**config.mk**
```make
export PLATFORM = sky130hd
export DESIGN_NAME = lru_page_replacement
export DESIGN_NICKNAME = d
export VERILOG_FILES = /design/src/rtl/core/lru_pkg.sv /design/src/rtl/core/lru_page_replacement.sv
export VERILOG_INCLUDE_DIRS = /design/src /design/src/rtl/core
export SDC_FILE = /design/constraint.sdc
export NUM_CORES = 1
export LEC_CHECK = 0
export BUFFER_PORTS_ARGS = -buffer_cell sky130_fd_sc_hd__buf_2
export CAP_MARGIN = 20
export CORE_ASPECT_RATIO = 2
export CORE_MARGIN = 2
export CORE_UTILIZATION = 40
export DETAILED_ROUTE_END_ITERATION = 12
export GPL_TIMING_DRIVEN = 0
export PLACE_DENSITY = 0.61
export SLEW_MARGIN = 20
export SYNTH_ARGS = -nofsm -noshare
export SYNTH_HDL_FRONTEND = slang
export SYNTH_SLANG_ARGS = --single-unit
```
**constraint.sdc**
```tcl
create_clock -name clk -period 5.35 [get_ports clk]
set_clock_uncertainty 0.2 [all_clocks]
set_input_delay 0 -clock clk [delete_from_list [all_inputs] [get_ports clk]]
set_output_delay 0 -clock clk [all_outputs]
set_load 0.02 [all_outputs]
```
**src/rtl/core/lru_page_replacement_defines.svh**
```systemverilog
// Assertion macros used by the page replacement RTL.
`ifndef LRU_PAGE_REPLACEMENT_DEFINES_SVH
`define LRU_PAGE_REPLACEMENT_DEFINES_SVH

// Checks that the consequent holds in the same cycle as the antecedent.
`define LRU_ASSERT_SAME(label, ante, cons, msg) \
	label: assert property (@(posedge clk) disable iff (!arst_n) (ante) |-> (cons)) \
		else $error(msg);

// Checks that the consequent holds in the cycle after the antecedent.
`define LRU_ASSERT_NEXT(label, ante, cons, msg) \
	label: assert property (@(posedge clk) disable iff (!arst_n) (ante) |=> (cons)) \
		else $error(msg);

`endif

```
**src/rtl/core/lru_pkg.sv**
```systemverilog
// Types and fixed field widths of the LRU page replacement block.
package lru_pkg;

	localparam int ADDR_W  = 16;
	localparam int PAGE_W  = 13;
	localparam int FRAME_W = 5;
	localparam int FAULT_W = 16;
	localparam int CFG_W   = 6;

	localparam logic [CFG_W-1:0] CFG_RESET = 6'd4;

	typedef logic [PAGE_W-1:0]  page_t;
	typedef logic [FAULT_W-1:0] fault_t;

	typedef enum logic [1:0] {
		ST_IDLE,
		ST_SCAN,
		ST_DRAIN,
		ST_UPDATE
	} state_t;

endpackage

```
**src/rtl/core/lru_page_replacement.sv**
```systemverilog
// LRU page replacement unit: page lookup, fill or eviction, and fault counting.
// Each accepted address beat is handled in order: on acceptance the page number is
// formed with a reciprocal multiply, the scan reads the page memory one frame per
// cycle over the active frames through its single read port while one compare stage
// looks for the hit, the first empty frame and the oldest frame, a drain state
// empties that stage, and an update state updates the ranks and writes the page
// memory. The update state waits while the previous result beat has not been taken.
// The page memory needs no clearing after reset, as each frame has a valid flag that
// reset clears. The configuration channel is always ready; a frame count of zero
// acts as one and one above MAX_FRAMES as MAX_FRAMES.
`include "lru_page_replacement_defines.svh"

module lru_page_replacement #(
	parameter int MAX_FRAMES = 32,
	parameter int PAGE_WORDS = 10
) (
	input  logic                        clk,
	input  logic                        arst_n,
	input  logic                        cfg_valid,
	output logic                        cfg_ready,
	input  logic [lru_pkg::CFG_W-1:0]   cfg_data,
	input  logic                        in_valid,
	output logic                        in_ready,
	input  logic [lru_pkg::ADDR_W-1:0]  address,
	output logic                        out_valid,
	input  logic                        out_ready,
	output logic                        hit,
	output logic [lru_pkg::FRAME_W-1:0] frame,
	output logic                        evicted_valid,
	output logic [lru_pkg::PAGE_W-1:0]  evicted_page,
	output logic [lru_pkg::FAULT_W-1:0] fault_count
);

	localparam int IW     = (MAX_FRAMES > 1) ? $clog2(MAX_FRAMES) : 1;
	localparam int CW     = $clog2(MAX_FRAMES + 1);
	localparam int SHIFT  = lru_pkg::ADDR_W + $clog2(PAGE_WORDS);
	localparam int PROD_W = SHIFT + lru_pkg::PAGE_W;
	localparam logic [PROD_W-1:0] MULT =
		PROD_W'((64'd1 << SHIFT) / 64'(PAGE_WORDS) + 64'd1);
	localparam logic [IW-1:0] RANK_MAX = IW'(MAX_FRAMES - 1);

	lru_pkg::state_t state_q, state_d;

	logic [lru_pkg::CFG_W-1:0] cfg_q;
	logic [PROD_W-1:0]         prod_q;
	lru_pkg::page_t            page;
	logic [CW-1:0]             n_act;
	logic [CW-1:0]             n_q;

	logic [MAX_FRAMES-1:0]     valid_q;
	logic [IW-1:0]             rank_q [MAX_FRAMES];
	lru_pkg::page_t            page_mem [MAX_FRAMES];

	logic [IW-1:0]             rd_idx_q;
	logic                      cmp_vld_s1;
	logic [IW-1:0]             idx_s1;
	lru_pkg::page_t            rd_data_s1;

	logic                      hit_found_q;
	logic [IW-1:0]             hit_idx_q;
	logic [IW-1:0]             hit_rank_q;
	logic                      empty_found_q;
	logic [IW-1:0]             empty_idx_q;
	logic [IW-1:0]             best_rank_q;
	logic [IW-1:0]             vic_idx_q;
	lru_pkg::page_t            vic_page_q;

	lru_pkg::fault_t           fault_q;
	logic                      out_valid_q;
	logic                      hit_q;
	logic [lru_pkg::FRAME_W-1:0] frame_q;
	logic                      ev_valid_q;
	lru_pkg::page_t            ev_page_q;

	logic                      in_fire;
	logic                      scan_rd;
	logic                      scan_last;
	logic                      upd_go;
	logic [IW-1:0]             upd_frame;
	logic [IW-1:0]             upd_old_rank;
	logic                      upd_fill;
	logic [IW+lru_pkg::FRAME_W-1:0] frame_ext;
	logic                      cmp_valid;
	logic [IW-1:0]             cmp_rank;

	assign page      = prod_q[SHIFT +: lru_pkg::PAGE_W];
	assign cfg_ready = 1'b1;
	assign in_fire   = in_valid && in_ready;
	assign scan_last = (CW'(rd_idx_q) + CW'(1)) == n_q;
	assign cmp_valid = valid_q[idx_s1];
	assign cmp_rank  = rank_q[idx_s1];

	always_comb begin
		if (cfg_q == '0) begin
			n_act = CW'(1);
		end else if (7'(cfg_q) > 7'(MAX_FRAMES)) begin
			n_act = CW'(MAX_FRAMES);
		end else begin
			n_act = CW'(cfg_q);
		end
	end

	always_comb begin
		if (hit_found_q) begin
			upd_frame    = hit_idx_q;
			upd_old_rank = hit_rank_q;
			upd_fill     = 1'b0;
		end else if (empty_found_q) begin
			upd_frame    = empty_idx_q;
			upd_old_rank = '0;
			upd_fill     = 1'b1;
		end else begin
			upd_frame    = vic_idx_q;
			upd_old_rank = best_rank_q;
			upd_fill     = 1'b0;
		end
	end

	assign frame_ext = {{lru_pkg::FRAME_W{1'b0}}, upd_frame};

	always_comb begin
		state_d = state_q;
		unique case (state_q)
			lru_pkg::ST_IDLE: begin
				if (in_fire) state_d = lru_pkg::ST_SCAN;
			end
			lru_pkg::ST_SCAN: begin
				if (scan_last) state_d = lru_pkg::ST_DRAIN;
			end
			lru_pkg::ST_DRAIN: begin
				state_d = lru_pkg::ST_UPDATE;
			end
			lru_pkg::ST_UPDATE: begin
				if (upd_go) state_d = lru_pkg::ST_IDLE;
			end
			default: state_d = lru_pkg::ST_IDLE;
		endcase
	end

	always_comb begin
		in_ready = 1'b0;
		scan_rd  = 1'b0;
		upd_go   = 1'b0;
		unique case (state_q)
			lru_pkg::ST_IDLE:   in_ready = 1'b1;
			lru_pkg::ST_SCAN:   scan_rd  = 1'b1;
			lru_pkg::ST_DRAIN:  scan_rd  = 1'b0;
			lru_pkg::ST_UPDATE: upd_go   = !out_valid_q || out_ready;
			default:            in_ready = 1'b0;
		endcase
	end

	always_ff @(posedge clk or negedge arst_n) begin
		if (!arst_n) begin
			state_q <= lru_pkg::ST_IDLE;
			cfg_q   <= lru_pkg::CFG_RESET;
		end else begin
			state_q <= state_d;
			if (cfg_valid && cfg_ready) cfg_q <= cfg_data;
		end
	end

	always_ff @(posedge clk) begin
		if (in_fire) begin
			prod_q <= PROD_W'(address) * MULT;
			n_q    <= n_act;
		end
	end

	always_ff @(posedge clk) begin
		if (upd_go && !hit_found_q) page_mem[upd_frame] <= page;
		if (scan_rd) rd_data_s1 <= page_mem[rd_idx_q];
	end

	always_ff @(posedge clk or negedge arst_n) begin
		if (!arst_n) begin
			rd_idx_q   <= '0;
			cmp_vld_s1 <= 1'b0;
			idx_s1     <= '0;
		end else begin
			cmp_vld_s1 <= scan_rd;
			if (in_fire) begin
				rd_idx_q <= '0;
			end else if (scan_rd) begin
				rd_idx_q <= rd_idx_q + IW'(1);
				idx_s1   <= rd_idx_q;
			end
		end
	end

	always_ff @(posedge clk or negedge arst_n) begin
		if (!arst_n) begin
			hit_found_q   <= 1'b0;
			empty_found_q <= 1'b0;
		end else if (in_fire) begin
			hit_found_q   <= 1'b0;
			empty_found_q <= 1'b0;
		end else if (cmp_vld_s1) begin
			if (!hit_found_q && cmp_valid && rd_data_s1 == page) hit_found_q <= 1'b1;
			if (!empty_found_q && !cmp_valid) empty_found_q <= 1'b1;
		end
	end

	always_ff @(posedge clk) begin
		if (cmp_vld_s1) begin
			if (!hit_found_q && cmp_valid && rd_data_s1 == page) begin
				hit_idx_q  <= idx_s1;
				hit_rank_q <= cmp_rank;
			end
			if (!empty_found_q && !cmp_valid) empty_idx_q <= idx_s1;
			if (idx_s1 == '0 || cmp_rank > best_rank_q) begin
				best_rank_q <= cmp_rank;
				vic_idx_q   <= idx_s1;
				vic_page_q  <= rd_data_s1;
			end
		end
	end

	always_ff @(posedge clk or negedge arst_n) begin
		if (!arst_n) begin
			valid_q <= '0;
			for (int i = 0; i < MAX_FRAMES; i++) rank_q[i] <= '0;
		end else if (upd_go) begin
			for (int i = 0; i < MAX_FRAMES; i++) begin
				if (CW'(i) < n_q && IW'(i) != upd_frame && valid_q[i] &&
				    (upd_fill || rank_q[i] < upd_old_rank) && rank_q[i] < RANK_MAX) begin
					rank_q[i] <= rank_q[i] + IW'(1);
				end
			end
			rank_q[upd_frame]  <= '0;
			valid_q[upd_frame] <= 1'b1;
		end
	end

	always_ff @(posedge clk or negedge arst_n) begin
		if (!arst_n) begin
			fault_q     <= '0;
			out_valid_q <= 1'b0;
		end else begin
			if (upd_go) begin
				out_valid_q <= 1'b1;
				if (!hit_found_q && fault_q != '1) fault_q <= fault_q + lru_pkg::fault_t'(1);
			end else if (out_ready) begin
				out_valid_q <= 1'b0;
			end
		end
	end

	always_ff @(posedge clk) begin
		if (upd_go) begin
			hit_q      <= hit_found_q;
			frame_q    <= frame_ext[lru_pkg::FRAME_W-1:0];
			ev_valid_q <= !hit_found_q && !empty_found_q;
			ev_page_q  <= (!hit_found_q && !empty_found_q) ? vic_page_q : '0;
		end
	end

	assign out_valid     = out_valid_q;
	assign hit           = hit_q;
	assign frame         = frame_q;
	assign evicted_valid = ev_valid_q;
	assign evicted_page  = ev_page_q;
	assign fault_count   = fault_q;

	`LRU_ASSERT_SAME(a_hit_no_evict, out_valid_q && hit_q, !ev_valid_q, "hit beat reports an eviction")
	`LRU_ASSERT_SAME(a_evict_page_zero, out_valid_q && !ev_valid_q, ev_page_q == '0, "evicted page set without eviction")
	`LRU_ASSERT_SAME(a_scan_in_range, state_q == lru_pkg::ST_SCAN, CW'(rd_idx_q) < n_q, "scan index beyond active frames")
	`LRU_ASSERT_NEXT(a_update_mru, upd_go, valid_q[$past(upd_frame)] && rank_q[$past(upd_frame)] == '0, "updated frame not valid and most recent")

endmodule
```
==> reports/qor.csv <==
metric;value;unit
DRC Markers;0;
Max H-tree Level;3;
max cap viols;0;
Via-to-Cell Ratio;5.84;
Fin. Hold Viols;0;
core area;99500;um2
Layout Utilization;46.0;%
Reg clk slew, reported paths;0.06;ns
initial antenna violation count;9;
post-route cell area;45800;um2
synth-to-layout area growth;14.5;%
initial core utilization;40.2;%
Critical Path Source Type;flop;
Cell Area, Placed;43100;um2
fmax;0.192;GHz
top_reg_cell synth;edfxtp_1;
Sink Count;736;
synth top area cells;edfxtp_1 (38%), dfrtp_1 (14%), mux4_2 (11%), ha_1 (9.4%), fa_1 (4.0%);
syn avg cell area;13.5;um2
Max clock buf depth;3;
mapped cell area;40000;um2
fraction of registers with async set/reset;31.3;%
Slew @ Worst Pin;1.19;ns
post-synth top area share;38.0;%
sequential area share after synthesis;52.4;%
worst path required time;5.69;ns
vias in the first global route;27900;
worst hold path class;in2reg;
Die H;451;um
Pwr Density;541;nW/um2
hold_sp;in_valid;
FF-to-FF Start;hit_found_q$_DFFE_PN0P_;
synth cell count leaders;edfxtp_1 (506), ha_1 (302), nand2_1 (242);
first drt pass iteration count;7;
CTS Buf Count;67;
final total power;24.8;mW
largest area contributor in the netlist;edfxtp_1;
clock tree from TritonCTS;done;
Post-synth EDFFs;506;
maximum VDD drop;0.293;mV
Ports;66;
final wirelength;132;mm
largest net degree at the start of global routing;82;
GRT Total Usage;26.5;%
global-route wire length before repair;191;mm
IO buf count;63;
Detailed Place HPWL;100;mm
Clock Root Buffer;clkbuf_16;
Placer Congestion;1.03;
status;finished clean;
Setup crit end kind;flop;
Final Slew Violations;0;
syn nets;3371;
initial DRC count;2240;
total congestion overflow;0;
start point of the critical path;hit_found_q$_DFFE_PN0P_;
fillers;8906;
RSZ-0062 raised after global routing;false;
Crit Path Class;reg2reg;
die area;103000;um2
Std-Cell Rows;164;
most common cell in the netlist;edfxtp_1;
antenna viol nets, final;0;
critical path peak fanout;11;
# setup viols final;0;
Synth Register Bits;736;
R2R depth;12;
critical path arrival;5.55;ns
final worst-path cycle share;97.4;%
Synth cell types;78;
Leak;18.3;nW
hold path depth;5;
Critical R2R Capture;rank_q[19]$_DFFE_PN0P_;
NumNets Final;3587;
worst-skew pair later-pin latency;0.67;ns
Max-slew headroom;20.4;%
Avg WL per Cell;29.0;um
Worst Hold End;state_q[0]$_DFFE_PN0P_;
fraction of layout cells with a size suffix above 1;17.4;%
slack of the worst reg-to-reg path;0.14;ns
Vias;26600;
Mapped Cells;2963;
die width;228;um
Synth Warn #;0;
Tmin final;5.21;ns
-- worst max-delay path by stage --
stage	slack [ns]	depth (start not counted)	endpoint
after floorplan	0.03	17	prod_q[30]$_DFFE_PP_
after global placement	-3.32	13	rank_q[19]$_DFFE_PN0P_
after detailed placement	-1.43	18	prod_q[31]$_DFFE_PP_
after CTS	-0.04	18	prod_q[31]$_DFFE_PP_
after global routing	0.03	18	prod_q[31]$_DFFE_PP_
final	0.14	12	rank_q[19]$_DFFE_PN0P_
-- report_power, final --
part           switching (mW)  leakage, nW  internal, mW
sequential               1.02         7.65          7.48
clock                    2.28         1.07          2.71
combinational            6.93         9.60          4.36
total                    10.2         18.3          14.6
-- metrics by stage --
step                      worst slack [ns]  TNS, ns  hold WS, ns  std cells
final                                0.137        0        0.126       4560
after floorplan                     0.0284        0       -0.496       2963
after global routing                0.0285        0        0.154       4558
after detailed placement             -1.43   -24.52       -0.149       4408
after global placement               -3.32  -605.42       0.0366       4354
after CTS                          -0.0429  -0.0429       0.0898       4552
-- critical path: stages, from the launching register on --
cell and delay [ns]:
dfrtp_1 0.54, buf_2 0.27, buf_2 0.36, clkbuf_1 0.85
a21oi_4 0.41, ha_1 0.43, and3_1 0.20, a221o_1 0.36
a221o_1 0.32, a211oi_1 0.56, nand2_1 0.25, o211ai_1 0.23
o31ai_1 0.10
-- kinds of logic (layout without fill, tap and decap cells) --
| family | after synthesis | after routing | share of synthesized area [%] |
|---|---|---|---|
| DFF | 736 | 736 | 52.4 |
| and+or+nand+nor | 665 | 665 | 7.95 |
| muxes | 290 | 290 | 13.3 |
| AOI/OAI and AO/OA | 453 | 453 | 7.46 |
| adders and majority gates | 381 | 381 | 13.4 |
| buffers and inverters | 329 | 595 | 3.20 |
| other | 1 | 4 | 0.00937 |
| xor gates and xnor gates | 108 | 108 | 2.36 |
-- state kept, by name (all words and copies together), names as in the netlist, 6 cells and up --
name	count
page_mem	416
fault_count	16
valid_q	32
evicted_page	13
rank_q	160
vic_page_q	13
cfg_q	6
n_q	6
rd_data_s1	13
prod_q	13
-- repair_timing --
item,CTS,global route
setup endpoints to repair,30,29
gates resized for setup,11,19
pin swaps,1,4
endpoints found under the hold margin,195,0
setup buffers,1,0
hold buffers,25,0
gates cloned,0,0
-- cells in the final DEF, fill, tap and decap left out, types with 14 or more instances in the layout --
cell type,n
buf_6,15
ha_1,297
nand4_1,58
o211ai_1,31
inv_1,211
nor2_1,76
buf_8,27
buf_16,16
nor3_1,14
nor2_2,28
clkbuf_2,16
fa_1,79
and3_1,35
dfrtp_1,228
mux2i_1,71
xnor2_1,59
nand2b_1,45
a21o_1,43
clkbuf_1,74
mux2_2,30
dlygate4sd3_1,24
clkbuf_16,69
mux4_2,189
buf_1,17
a21oi_1,164
nand2_1,242
buf_2,72
o21ai_0,78
nand3_1,91
xor2_1,49
edfxtp_1,506
and2_1,25
-- layout make-up --
cell class              count  area [um2]  area share [%]
flip-flops and latches    736       21000            45.7
repair buffers            148        1590            3.46
well taps                1328        1660            3.63
clock inverters            39         440           0.961
clock buffers              80        1780            3.88
multi-input cells        1898       18100            39.5
inverters                 215         807            1.76
diodes                      3        7.51          0.0164
plain buffers             113         504            1.10
-- layer usage --
layer	track usage (%)	wire (um)	vias to the layer above	share of wire, %
met5	0	82	-	0.062
met4	23.9	14900	14	11
met3	5.79	7760	516	5.9
met2	47.8	69900	1046	53
met1	24.2	39800	13500	30
li1	-	-	11600	-
Power figures use the tool's default switching activity.
